[config.mk]
export PLATFORM = sky130hd
export DESIGN_NAME = pointer_gesture_classifier_core
export DESIGN_NICKNAME = d
export VERILOG_FILES = /design/src/rtl/pgc_pkg.sv /design/src/rtl/pgc_datapath.sv /design/src/rtl/pgc_ctrl.sv /design/src/rtl/pointer_gesture_classifier_core.sv
export SDC_FILE = /design/constraint.sdc
export NUM_CORES = 2
export LEC_CHECK = 0
export ABC_AREA = 0
export BUFFER_PORTS_ARGS = -buffer_cell sky130_fd_sc_hd__buf_2
export CORE_ASPECT_RATIO = 1.75
export CORE_MARGIN = 3
export CORE_UTILIZATION = 40
export CTS_CLUSTER_SIZE = 16
export DETAILED_ROUTE_END_ITERATION = 12
export GPL_TIMING_DRIVEN = 0
export MAX_ROUTING_LAYER = met4
export PLACE_DENSITY = 0.53
export SLEW_MARGIN = 20
export SYNTH_ARGS = -nofsm -noshare
export SYNTH_HDL_FRONTEND = slang
export SYNTH_SLANG_ARGS = --single-unit
[constraint.sdc]
create_clock -name i_clk -period 15.99 [get_ports i_clk]
set_input_delay 2.3985 -clock i_clk [delete_from_list [all_inputs] [get_ports i_clk]]
set_output_delay 2.3985 -clock i_clk [all_outputs]
set_load 0.005 [all_outputs]
[src/rtl/pgc_pkg.sv]
// Shared types, codes and helpers for the pointer gesture classifier.
package pgc_pkg;

    localparam int unsigned MODE_W = 3;
    localparam int unsigned POS_W  = 16;
    localparam int unsigned DD_W   = 16;
    localparam int unsigned GES_W  = 4;
    localparam int unsigned TMR_W  = 12;
    localparam int unsigned LIM_W  = 8;
    localparam int unsigned NOW_W  = 16;
    localparam int unsigned CNT_W  = 3;
    localparam int unsigned CIDX_W = 3;
    localparam int unsigned CDAT_W = 12;
    localparam int unsigned IN_TDATA_W  = 56;
    localparam int unsigned OUT_TDATA_W = 40;

    localparam logic [MODE_W-1:0] MODE_PRESS   = 3'd0;
    localparam logic [MODE_W-1:0] MODE_RELEASE = 3'd1;
    localparam logic [MODE_W-1:0] MODE_EXIT    = 3'd2;
    localparam logic [MODE_W-1:0] MODE_MOVE    = 3'd3;
    localparam logic [MODE_W-1:0] MODE_DRAG    = 3'd4;
    localparam logic [MODE_W-1:0] MODE_TICK    = 3'd5;

    localparam logic [GES_W-1:0] GES_NONE   = 4'd0;
    localparam logic [GES_W-1:0] GES_CLICK1 = 4'd1;
    localparam logic [GES_W-1:0] GES_HOLD1  = 4'd4;
    localparam logic [GES_W-1:0] GES_DRAG1  = 4'd7;
    localparam logic [GES_W-1:0] GES_PAUSE  = 4'd10;

    localparam logic [CIDX_W-1:0] REG_RELEASE_TO = 3'd0;
    localparam logic [CIDX_W-1:0] REG_GESTURE_TO = 3'd1;
    localparam logic [CIDX_W-1:0] REG_PAUSE_IVL  = 3'd2;
    localparam logic [CIDX_W-1:0] REG_DEV_LIMIT  = 3'd3;
    localparam logic [CIDX_W-1:0] REG_DRAG_THR   = 3'd4;

    localparam logic [CNT_W-1:0] CNT_MAX = 3'd4;

    typedef enum logic [3:0] {
        OP_IDLE, OP_LOAD, OP_EXEC, OP_RD, OP_CHK, OP_PLACE, OP_P0, OP_PCHK, OP_OUT
    } t_op;

    typedef struct packed {
        logic walk;   // move item needs a track walk
        logic pause;  // timer expiry needs a pause check
        logic more;   // read pointer still below track length
    } t_status;

    // gesture code for hold or drag, by click count
    function automatic logic [GES_W-1:0] count_code(input logic [GES_W-1:0] base,
                                                    input logic [CNT_W-1:0] cc);
        logic [GES_W-1:0] c;
        c = base + 4'd2;
        if (cc == 3'd1) c = base;
        else if (cc == 3'd2) c = base + 4'd1;
        return c;
    endfunction

endpackage

[src/rtl/pgc_datapath.sv]
// Datapath: gesture state, point track, squared-distance unit and result registers.
module pgc_datapath #(
    parameter int unsigned TRACK_DEPTH = 16
) (
    input  logic                          i_clk,
    input  logic                          i_rst_n,
    input  pgc_pkg::t_op                  i_op,
    output pgc_pkg::t_status              o_status,
    input  logic [pgc_pkg::IN_TDATA_W-1:0] i_in_data,
    input  logic                          i_cfg_we,
    input  logic [pgc_pkg::CIDX_W-1:0]    i_cfg_index,
    input  logic [pgc_pkg::CDAT_W-1:0]    i_cfg_data,
    output logic [pgc_pkg::OUT_TDATA_W-1:0] o_out_data
);
    import pgc_pkg::*;

    localparam int unsigned LW = $clog2(TRACK_DEPTH + 1);
    localparam int unsigned IW = $clog2(TRACK_DEPTH);
    localparam logic [LW-1:0] DEPTH_L = LW'(TRACK_DEPTH);

    // configuration
    logic [TMR_W-1:0] r_rel_to, r_ges_to, r_pause_ivl;
    logic [LIM_W-1:0] r_dev_lim, r_drag_thr;

    // latched item
    logic [MODE_W-1:0]       r_mode;
    logic signed [POS_W-1:0] r_px, r_py;
    logic [DD_W-1:0]         r_dd;

    // gesture state
    logic [CNT_W-1:0] r_cc;
    logic r_await_rel, r_await_end, r_await_pause, r_hold, r_drag, r_timer_on;
    logic [TMR_W-1:0] r_timer_left;
    logic [NOW_W-1:0] r_now;
    logic signed [POS_W-1:0] r_press_x, r_press_y, r_last_x, r_last_y;

    // track
    logic signed [POS_W-1:0] r_tx [TRACK_DEPTH];
    logic signed [POS_W-1:0] r_ty [TRACK_DEPTH];
    logic [NOW_W-1:0]        r_tt [TRACK_DEPTH];
    logic [LW-1:0] r_len, r_rd, r_wr;
    logic r_walk, r_pause_go;

    // distance unit
    logic signed [POS_W-1:0] r_ref_x, r_ref_y;
    logic [2*POS_W-1:0] r_sq_x, r_sq_y;
    logic r_age_bad;

    // result
    logic [GES_W-1:0]        r_res_g, r_out_g;
    logic signed [POS_W-1:0] r_res_x, r_res_y, r_out_x, r_out_y;

    logic [IW-1:0] rd_idx, wr_idx;
    logic signed [POS_W-1:0] e_x, e_y;
    logic [NOW_W-1:0] e_t, age;
    logic signed [POS_W:0] dx, dy;
    logic [POS_W-1:0] adx, ady;
    logic [2*POS_W:0] dsum;
    logic [2*LIM_W-1:0] lim;
    logic far;
    logic [CNT_W-1:0] cc_inc;
    logic fresh;

    assign rd_idx = r_rd[IW-1:0];
    assign wr_idx = r_wr[IW-1:0];
    assign e_x = r_tx[rd_idx];
    assign e_y = r_ty[rd_idx];
    assign e_t = r_tt[rd_idx];
    assign age = r_now - e_t;
    assign dx  = {r_ref_x[POS_W-1], r_ref_x} - {e_x[POS_W-1], e_x};
    assign dy  = {r_ref_y[POS_W-1], r_ref_y} - {e_y[POS_W-1], e_y};
    assign adx = dx[POS_W] ? POS_W'(-dx) : dx[POS_W-1:0];
    assign ady = dy[POS_W] ? POS_W'(-dy) : dy[POS_W-1:0];
    assign lim  = r_dev_lim * r_dev_lim;
    assign dsum = {1'b0, r_sq_x} + {1'b0, r_sq_y};
    assign far  = dsum > {{(2*POS_W+1-2*LIM_W){1'b0}}, lim};
    assign cc_inc = (r_cc < CNT_MAX) ? r_cc + 3'd1 : r_cc;
    assign fresh = (r_cc == '0) && !r_await_end && !r_await_rel;

    assign o_status.walk  = r_walk;
    assign o_status.pause = r_pause_go;
    assign o_status.more  = r_rd < r_len;
    assign o_out_data = {4'b0, r_out_y, r_out_x, r_out_g};

    always_ff @(posedge i_clk) begin
        if (!i_rst_n) begin
            r_rel_to <= 12'd1400;
            r_ges_to <= 12'd400;
            r_pause_ivl <= 12'd1500;
            r_dev_lim <= 8'd10;
            r_drag_thr <= 8'd10;
        end else if (i_cfg_we) begin
            unique case (i_cfg_index)
                REG_RELEASE_TO: r_rel_to    <= i_cfg_data;
                REG_GESTURE_TO: r_ges_to    <= i_cfg_data;
                REG_PAUSE_IVL:  r_pause_ivl <= i_cfg_data;
                REG_DEV_LIMIT:  r_dev_lim   <= i_cfg_data[LIM_W-1:0];
                REG_DRAG_THR:   r_drag_thr  <= i_cfg_data[LIM_W-1:0];
                default: ;
            endcase
        end
    end

    // payload registers: no reset
    always_ff @(posedge i_clk) begin
        unique case (i_op)
            OP_LOAD: begin
                r_mode <= i_in_data[2:0];
                r_px   <= i_in_data[18:3];
                r_py   <= i_in_data[34:19];
                r_dd   <= i_in_data[50:35];
            end
            OP_RD: begin
                r_sq_x <= adx * adx;
                r_sq_y <= ady * ady;
                r_age_bad <= age > {4'b0, r_pause_ivl};
            end
            OP_P0: begin
                r_ref_x <= e_x;
                r_ref_y <= e_y;
            end
            OP_EXEC: begin
                r_ref_x <= r_px;
                r_ref_y <= r_py;
            end
            OP_CHK: begin
                if (!r_age_bad && !far) begin
                    r_tx[wr_idx] <= e_x;
                    r_ty[wr_idx] <= e_y;
                    r_tt[wr_idx] <= e_t;
                end
            end
            OP_PLACE: begin
                r_tx[wr_idx] <= r_ref_x;
                r_ty[wr_idx] <= r_ref_y;
                r_tt[wr_idx] <= r_now;
            end
            OP_OUT: begin
                r_out_g <= r_res_g;
                r_out_x <= r_res_x;
                r_out_y <= r_res_y;
            end
            default: ;
        endcase
    end

    always_ff @(posedge i_clk) begin
        if (!i_rst_n) begin
            r_cc <= '0;
            r_await_rel <= 1'b0;
            r_await_end <= 1'b0;
            r_await_pause <= 1'b0;
            r_hold <= 1'b0;
            r_drag <= 1'b0;
            r_timer_on <= 1'b0;
            r_timer_left <= '0;
            r_now <= '0;
            r_press_x <= '0;
            r_press_y <= '0;
            r_last_x <= '0;
            r_last_y <= '0;
            r_len <= '0;
            r_rd <= '0;
            r_wr <= '0;
            r_walk <= 1'b0;
            r_pause_go <= 1'b0;
            r_res_g <= GES_NONE;
            r_res_x <= '0;
            r_res_y <= '0;
        end else begin
            unique case (i_op)
                OP_EXEC: begin
                    r_res_g <= GES_NONE;
                    r_res_x <= '0;
                    r_res_y <= '0;
                    r_walk <= 1'b0;
                    r_pause_go <= 1'b0;
                    unique case (r_mode)
                        MODE_PRESS: begin
                            r_len <= '0;
                            r_await_pause <= 1'b0;
                            r_cc <= cc_inc;
                            if (cc_inc == 3'd1) begin
                                r_press_x <= r_px;
                                r_press_y <= r_py;
                                r_res_g <= GES_CLICK1;
                                r_res_x <= r_px;
                                r_res_y <= r_py;
                            end else if (cc_inc == 3'd2 || cc_inc == 3'd3) begin
                                r_res_g <= {1'b0, cc_inc};
                                r_res_x <= r_press_x;
                                r_res_y <= r_press_y;
                            end
                            r_await_end <= 1'b0;
                            r_timer_on <= 1'b1;
                            r_timer_left <= r_rel_to;
                            r_await_rel <= 1'b1;
                        end
                        MODE_RELEASE: begin
                            if (r_await_rel) begin
                                r_await_rel <= 1'b0;
                                r_timer_on <= 1'b1;
                                r_timer_left <= r_ges_to;
                                r_await_end <= 1'b1;
                            end
                            if (r_hold) begin
                                r_hold <= 1'b0;
                                r_cc <= '0;
                            end
                            r_drag <= 1'b0;
                        end
                        MODE_EXIT: begin
                            if (r_cc == '0) begin
                                r_timer_on <= 1'b0;
                                r_len <= '0;
                                r_await_pause <= 1'b0;
                            end
                        end
                        MODE_MOVE: begin
                            r_last_x <= r_px;
                            r_last_y <= r_py;
                            if (fresh) begin
                                r_await_pause <= 1'b1;
                                if (!r_timer_on) begin
                                    r_timer_on <= 1'b1;
                                    r_timer_left <= r_pause_ivl;
                                end
                                r_walk <= 1'b1;
                                // full track: oldest point is skipped
                                r_rd <= (r_len >= DEPTH_L) ? LW'(1) : '0;
                                r_wr <= '0;
                            end
                        end
                        MODE_DRAG: begin
                            if (r_drag || r_dd > {8'b0, r_drag_thr}) begin
                                r_drag <= 1'b1;
                                if (r_await_rel) begin
                                    r_await_rel <= 1'b0;
                                    r_hold <= 1'b1;
                                    r_res_g <= count_code(GES_DRAG1, r_cc);
                                    r_res_x <= r_press_x;
                                    r_res_y <= r_press_y;
                                end
                            end
                        end
                        MODE_TICK: begin
                            r_now <= r_now + 16'd1;
                            if (r_timer_on) begin
                                if (r_timer_left <= 12'd1) begin
                                    r_timer_on <= 1'b0;
                                    if (r_await_rel) begin
                                        r_await_rel <= 1'b0;
                                        r_hold <= 1'b1;
                                        r_res_g <= count_code(GES_HOLD1, r_cc);
                                        r_res_x <= r_last_x;
                                        r_res_y <= r_last_y;
                                    end else if (r_await_end) begin
                                        r_await_end <= 1'b0;
                                        r_cc <= '0;
                                    end else if (r_await_pause && r_len != '0) begin
                                        r_pause_go <= 1'b1;
                                        r_rd <= '0;
                                    end
                                end else begin
                                    r_timer_left <= r_timer_left - 12'd1;
                                end
                            end
                        end
                        default: ;
                    endcase
                end
                OP_CHK: begin
                    r_rd <= r_rd + LW'(1);
                    if (r_age_bad) begin
                        // aged out: dropped
                    end else if (far) begin
                        r_timer_on <= 1'b1;
                        r_timer_left <= r_pause_ivl;
                    end else begin
                        r_wr <= r_wr + LW'(1);
                    end
                end
                OP_PLACE: begin
                    r_len <= r_wr + LW'(1);
                    r_walk <= 1'b0;
                end
                OP_P0: r_rd <= r_len - LW'(1);
                OP_PCHK: begin
                    r_pause_go <= 1'b0;
                    if (!far) begin
                        r_await_pause <= 1'b0;
                        r_res_g <= GES_PAUSE;
                        r_res_x <= e_x;
                        r_res_y <= e_y;
                    end else begin
                        r_timer_on <= 1'b1;
                        r_timer_left <= r_pause_ivl;
                    end
                end
                default: ;
            endcase
        end
    end

endmodule

[src/rtl/pgc_ctrl.sv]
// Controller: sequences item execution, track walk, pause check and result hand-off.
module pgc_ctrl (
    input  logic             i_clk,
    input  logic             i_rst_n,
    input  logic             i_in_valid,
    output logic             o_in_ready,
    output logic             o_out_valid,
    input  logic             i_out_ready,
    input  pgc_pkg::t_status i_status,
    output pgc_pkg::t_op     o_op
);
    import pgc_pkg::*;

    typedef enum logic [3:0] {
        S_IDLE, S_EXEC, S_BR, S_RD, S_CHK, S_PLACE, S_P0, S_P1, S_P2, S_DONE
    } t_state;

    t_state r_state;
    logic   r_out_valid;
    logic   out_free;

    assign o_in_ready  = (r_state == S_IDLE);
    assign o_out_valid = r_out_valid;
    assign out_free    = !r_out_valid || i_out_ready;

    always_comb begin
        unique case (r_state)
            S_IDLE:  o_op = i_in_valid ? OP_LOAD : OP_IDLE;
            S_EXEC:  o_op = OP_EXEC;
            S_RD:    o_op = OP_RD;
            S_P1:    o_op = OP_RD;
            S_CHK:   o_op = OP_CHK;
            S_PLACE: o_op = OP_PLACE;
            S_P0:    o_op = OP_P0;
            S_P2:    o_op = OP_PCHK;
            S_DONE:  o_op = out_free ? OP_OUT : OP_IDLE;
            default: o_op = OP_IDLE;
        endcase
    end

    always_ff @(posedge i_clk) begin
        if (!i_rst_n) begin
            r_state <= S_IDLE;
            r_out_valid <= 1'b0;
        end else begin
            if (r_state == S_DONE && out_free) r_out_valid <= 1'b1;
            else if (i_out_ready) r_out_valid <= 1'b0;
            unique case (r_state)
                S_IDLE:  if (i_in_valid) r_state <= S_EXEC;
                S_EXEC:  r_state <= S_BR;
                S_BR: begin
                    priority if (i_status.walk) r_state <= i_status.more ? S_RD : S_PLACE;
                    else if (i_status.pause) r_state <= S_P0;
                    else r_state <= S_DONE;
                end
                S_RD:    r_state <= S_CHK;
                S_CHK:   r_state <= S_BR;
                S_PLACE: r_state <= S_DONE;
                S_P0:    r_state <= S_P1;
                S_P1:    r_state <= S_P2;
                S_P2:    r_state <= S_DONE;
                S_DONE: begin
                    if (out_free) r_state <= S_IDLE;
                end
                default: r_state <= S_IDLE;
            endcase
        end
    end

endmodule

[src/rtl/pointer_gesture_classifier_core.sv]
// Top level of the pointer gesture classifier.
// Each accepted item passes through the execute, branch and done states before its result
// is registered; a move walks the track with a read and a check state per older stored point,
// and a pause check adds the P0, P1 and P2 states. One item at a time; a track walk or a
// result waiting in the output register holds off the next item.
// Reset: synchronous active-low; clears gesture state, timer and track length and
// restores the register defaults. Track entries are not cleared.
module pointer_gesture_classifier_core #(
    parameter int unsigned TRACK_DEPTH = 16
) (
    input  logic        i_clk,
    input  logic        i_rst_n,
    input  logic        s_axis_tvalid,
    output logic        s_axis_tready,
    input  logic [pgc_pkg::IN_TDATA_W-1:0] s_axis_tdata,  // mode, pos_x, pos_y, drag_distance
    output logic        m_axis_tvalid,
    input  logic        m_axis_tready,
    output logic [pgc_pkg::OUT_TDATA_W-1:0] m_axis_tdata, // gesture, at_x, at_y
    input  logic        i_cfg_valid,
    output logic        o_cfg_ready,
    input  logic [pgc_pkg::CIDX_W-1:0] i_cfg_index,
    input  logic [pgc_pkg::CDAT_W-1:0] i_cfg_data
);
    import pgc_pkg::*;

    t_op     op;
    t_status status;

    assign o_cfg_ready = 1'b1;

    pgc_ctrl u_ctrl (
        .i_clk       (i_clk),
        .i_rst_n     (i_rst_n),
        .i_in_valid  (s_axis_tvalid),
        .o_in_ready  (s_axis_tready),
        .o_out_valid (m_axis_tvalid),
        .i_out_ready (m_axis_tready),
        .i_status    (status),
        .o_op        (op)
    );

    pgc_datapath #(.TRACK_DEPTH(TRACK_DEPTH)) u_dp (
        .i_clk       (i_clk),
        .i_rst_n     (i_rst_n),
        .i_op        (op),
        .o_status    (status),
        .i_in_data   (s_axis_tdata),
        .i_cfg_we    (i_cfg_valid),
        .i_cfg_index (i_cfg_index),
        .i_cfg_data  (i_cfg_data),
        .o_out_data  (m_axis_tdata)
    );

endmodule

* Yosys cells after proc, flatten, opt, wreduce, memory -nomap -nowiden
Memories as Yosys holds them, arrays and structs flattened. A register that Yosys moved wholly into a read port is not among the register bits.
Index checks and enable logic that the tools add are counted.
** Operators by class
- Add/sub/neg operators :: 12
- Multiply operators :: 3
- Order comparisons :: 7
- Equal/unequal tests :: 60
- Multiplexer cells :: 133
- Bitwise operators :: 3
- Reductions and logical operators :: 53
** Operators with widths (count)
- $mux W16 :: 21
- $pmux W16 S2 :: 4
- $pmux W16 S3 :: 2
- $mux W12 :: 7
- $mux W4 :: 20
- $mul A16 B16 Y32 :: 2
- $pmux W4 S8 :: 2
- $mux W5 :: 11
- $pmux W12 S4 :: 1
- $pmux W5 S2 :: 4
- $mux W1 :: 37
- $pmux W12 S3 :: 1
- $sub A16 B16 Y17 :: 2
- $add A32 B32 Y33 :: 1
- $gt A33 B16 Y1 :: 1
- $eq A4 B3 Y1 const B :: 8
- $neg A16 Y16 :: 2
- $mux W3 :: 8
- $eq A3 B2 Y1 const B :: 7
- $ne A3 B2 Y1 const B :: 7
- $reduce_and A5 Y1 :: 4
- $reduce_and A2 Y1 :: 9
- $add A16 B1 Y16 const B :: 1
- $eq A4 B2 Y1 const B :: 4
- other kinds (46) :: 105
** Word-level totals
- Flip-flop bits (word level) :: 395
- RAM bits :: 768
- Input port bits :: 76
- Word-level logic and storage cells :: 314
- Memories :: 3
** Memory list
- u_dp.r_tt :: words 16, bits a word 16, rd ports 1, clocked after Yosys merged registers in 1, wr ports 1, line pgc_datapath.sv:40 : logic [NOW_W-1:0] r_tt [TRACK_DEPTH];
- u_dp.r_tx :: words 16, bits a word 16, rd ports 1, clocked after Yosys merged registers in 1, wr ports 1, line pgc_datapath.sv:38 : logic signed [POS_W-1:0] r_tx [TRACK_DEPTH];
- u_dp.r_ty :: words 16, bits a word 16, rd ports 1, clocked after Yosys merged registers in 1, wr ports 1, line pgc_datapath.sv:39 : logic signed [POS_W-1:0] r_ty [TRACK_DEPTH];

* Longest topological paths before layout
- Depth after elaboration :: 11
- Mapped depth :: 44
- Depth with buffers taken out :: 41

* Hierarchy
A second synthesis with hierarchy kept.
** Unflattened totals
- Cell total of the unflattened synthesis :: 5326
- Area total of the unflattened synthesis :: 66182.2 um^2
** Modules (own cells, without submodules)
- pgc_datapath :: instances 1, cells each 5272, area an instance 65771.8 um^2, sequential area each 32731.4 um^2
- pgc_ctrl :: instances 1, cells each 52, area an instance 399.1 um^2, sequential area each 100.1 um^2
- pointer_gesture_classifier_core :: instances 1, cells each 2, area an instance 11.3 um^2, sequential area each 0.0 um^2

* Worst setup path after synthesis
OpenSTA, ideal clock, no wires.
- Path type :: reg2reg
- Start :: register (tool-made name)
- End :: register u_dp.r_sq_x[30] (data pin)
- Arrival :: 11025 ps
- Data required time :: 15795 ps
- Slack :: 4770 ps
- Cell stages (with the launch flop) :: 41
- Period minus slack after synthesis :: 11220 ps
- Cells stage by stage :: dfxtp_1 -> buf_1 -> buf_1 -> mux4_2 -> mux4_2 -> inv_1 -> ha_1 -> a211o_1 -> a2111oi_2 -> o211ai_1 -> a31o_1 -> a21o_2 -> nand2_2 -> a21oi_4 -> a41o_1 -> xor2_1 -> inv_2 -> nand2_1 -> [5 not listed] -> fa_1 -> inv_1 -> fa_1 -> fa_1 -> fa_1 -> inv_1 -> ha_1 -> and3_1 -> a31oi_1 -> o21ai_0 -> a21oi_1 -> nor2_1 -> o31a_1 -> o31ai_1 -> a21oi_1 -> o41ai_2 -> or4b_2 -> o311ai_0
** RTL lines
- end signal, assigned :: line pgc_datapath.sv:114 : r_sq_x <= adx * adx;
- end, declared :: line pgc_datapath.sv:46 : logic [2*POS_W-1:0] r_sq_x, r_sq_y;

==> flow_metrics.env <==
export IMPL_outcome="finished, final reports clean"
export IMPL_r2r_end="u_dp.r_sq_x[30]$_DFFE_PN_"
export IMPL_cts_max_level=3
export IMPL_ys_flop_type="edfxtp_1"
export IMPL_worst_pin_slew_ns=1.28
export IMPL_clk_latency_ns=0.72
export IMPL_drt_wl_total_um=193000
export IMPL_grt_first_pass_wirelength_um=285000
export IMPL_num_fill_cells=15300
export IMPL_endpoint="u_dp.r_sq_x[30]$_DFFE_PN_"
export IMPL_clk_pin_slew_ns=0.07
export IMPL_synth_edff_count=950
export IMPL_final_min_clock_period_ns=14.06
export IMPL_period_share=0.879
export IMPL_drcViolationCount=0
export IMPL_cts_root_buf="clkbuf_16"
export IMPL_fin_setup_tns_ns=0
export IMPL_cp_max_fo=10
export IMPL_drive_gt1_frac=0.126
export IMPL_die_area_um2=171000
export IMPL_ant_nets=0
export IMPL_hold_buffers=0
export IMPL_viasPerCell=5.37
export IMPL_critPathArrivalTime_ns=14.52
export IMPL_dpl_hpwl_um=146000
export IMPL_critPathSlowestCell="xor2_1"
export IMPL_multi_input_area_um2=30300
export IMPL_routedWlPerCell_um=24.5
export IMPL_cts_sinks=1165
export IMPL_grt_pass1_vias=44600
export IMPL_port_buffers=107
export IMPL_worstRegToRegCells=40
export IMPL_syn_cell_area_um2=66300
export IMPL_netlist_cell_type_count=106
export IMPL_grt_use_total=0.233
export IMPL_post_cts_buffers=0
export IMPL_cts_buffer_depth=3
export IMPL_core_area_um2=165000
export IMPL_hold_path_class="reg -> reg"
export IMPL_seqCellArea_um2=32800
export IMPL_drv_cap=0
export IMPL_initial_core_util=0.403
export IMPL_crit_path_end_kind="register"
export IMPL_hp_start="u_dp.r_res_y[7]$_SDFFE_PN0N_"
export IMPL_rsz0062_at_grt="no"
export IMPL_finalHoldViolCount=0
export IMPL_fmax_mhz=71.1
export IMPL_synth_seq_cells=1165
export IMPL_dr_pass1_iters=7
export IMPL_postCtsResizedCells=0
export IMPL_gp_congestion=0.911
export IMPL_ys_async_sr_fraction=0
export IMPL_slew_violations=0
export IMPL_grt_max_degree=36
export IMPL_num_vias=42400
export IMPL_netlist_instances=5331
export IMPL_die_h_um=545
export IMPL_yosysWarnings=0
export IMPL_numCtsBuffers=106
export IMPL_io_pins=119
export IMPL_crit_path_start_kind="register"
export IMPL_syn_area_per_cell_um2=12.4
export IMPL_syn2layout_area_growth_pct=11.8
export IMPL_cts_tree="done"
export IMPL_final_setup_viol_count=0
export IMPL_drt_iter0_drc=3169
export IMPL_max_slew_margin=0.148
export IMPL_overflow=0
export IMPL_rows=197
export IMPL_cp_required_ns=16.45
export IMPL_die_w_um=314
export IMPL_hold_path_depth=0
export IMPL_ys_seq_area_frac=0.495
export IMPL_critPathKind="reg -> reg"
export IMPL_finClkSkew_ns=0.0632
export IMPL_reg2reg_slack_ns=1.93
export IMPL_antenna_found_initial=2
export IMPL_nets=6388
export IMPL_cp_slowest_stage_delay_ns=0.85
==> stage by stage <==
stage	worst slack (ns)	instance area, um2	util	hold slack (ns)	instances
after global routing	1.26	74200	0.451	0.399	7887
after CTS	1.90	74100	0.450	0.387	7886
after detailed placement	1.92	70600	0.428	0.421	7686
after global placement	1.70	69600	0.423	0.418	7630
final	1.93	74200	0.451	0.393	7888
after floorplan	4.77	66300	-	0.408	5334
==> worst min path at each step <==
stage	endpoint	slack (ns)
6_report	u_dp.r_out_y[7]$_DFFE_PN_	0.39
5_1_grt	u_dp.r_out_y[7]$_DFFE_PN_	0.40
4_1_cts	u_dp.r_out_y[4]$_DFFE_PN_	0.39
3_5_place_dp	u_dp.r_out_x[7]$_DFFE_PN_	0.42
3_3_place_gp	u_dp.r_out_x[0]$_DFFE_PN_	0.42
2_1_floorplan	u_dp.r_out_g[2]$_DFFE_PN_	0.41
==> cell type report <==
cell class | count | share of cell area
flip-flops and latches | 1165 | 0.443
multi-input cells | 3298 | 0.409
clock buffers | 135 | 0.0395
well taps | 2189 | 0.0369
inverters | 664 | 0.0336
repair buffers | 163 | 0.0177
plain buffers | 207 | 0.0118
clock inverters | 65 | 0.00901
diodes | 2 | 0.0000675
==> worst max-delay path: cells and delay by family, from the launching register on <==
family / cells / cell delay [ns]
buffers and inverters: 9 / 2.39
muxes: 2 / 1.18
adders and majority gates: 8 / 3.72
xor gates and xnor gates: 1 / 0.85
DFF: 1 / 0.37
and+or+nand+nor: 5 / 1.29
AOI/OAI and AO/OA: 15 / 3.98
==> placed cells by master, fill, tap and decap left out, types with 23 or more instances in the layout <==
| cell type | instances |
|---|---|
| xor2_1 | 60 |
| nor2b_1 | 36 |
| nand2_1 | 622 |
| buf_2 | 132 |
| clkbuf_16 | 110 |
| a21o_1 | 59 |
| xnor2_1 | 121 |
| buf_4 | 39 |
| clkinv_2 | 25 |
| fa_1 | 352 |
| o21ai_0 | 106 |
| a22oi_1 | 49 |
| clkinv_1 | 23 |
| o211ai_1 | 27 |
| inv_1 | 652 |
| edfxtp_1 | 950 |
| nor3_1 | 60 |
| a221o_1 | 34 |
| o21a_1 | 30 |
| ha_1 | 355 |
| mux4_2 | 240 |
| o21ai_1 | 46 |
| mux2i_1 | 45 |
| nor2_1 | 339 |
| dfxtp_1 | 215 |
| nand2b_1 | 44 |
| nand3_1 | 60 |
| and2_1 | 33 |
| a21oi_1 | 257 |
| clkbuf_1 | 170 |
==> kinds of logic (layout without fill, tap and decap cells) <==
group	Yosys count	after routing	share of synthesized area
AO/OA/AOI/OAI	771	771	0.0755
XOR/XNOR	196	196	0.0275
adder cells (fa/ha/maj)	707	707	0.173
buffers and inverters	871	1234	0.0504
flip-flops	1165	1165	0.495
multiplexers	291	291	0.0893
other	2	7	0.000113
AND/OR/NAND/NOR	1328	1328	0.0891
==> synthesized netlist by cell type (59+ instances only) <==
library cell / count / area share
nand3_1: 60 / 0.0045
dfxtp_1: 215 / 0.065
mux4_2: 240 / 0.081
a21o_1: 59 / 0.0067
a21oi_1: 258 / 0.019
o21ai_0: 153 / 0.012
clkbuf_1: 155 / 0.0088
nor3_1: 62 / 0.0047
xor2_1: 61 / 0.0081
edfxtp_1: 950 / 0.43
ha_1: 355 / 0.067
fa_1: 352 / 0.11
nand2_1: 622 / 0.035
nor2_1: 341 / 0.019
inv_1: 652 / 0.037
xnor2_1: 125 / 0.017
==> flip-flops by register name, summed over array words and instances (netlist names), 31 cells and up, named ones only <==
register / cells
u_dp.r_tx: 256
u_dp.r_tt: 256
u_dp.r_sq_y: 31
u_dp.r_ty: 256
u_dp.r_sq_x: 31
==> metal layers <==
layer / part of all wire / global-route usage
met3: 0.038 / 0.0225
met1: 0.37 / 0.250
met5: 0 / -
met4: 0.053 / 0.107
met2: 0.54 / 0.432
Power is not shown: default switching activity piles up to over one toggle a cycle in this logic, so the estimate is an artifact.
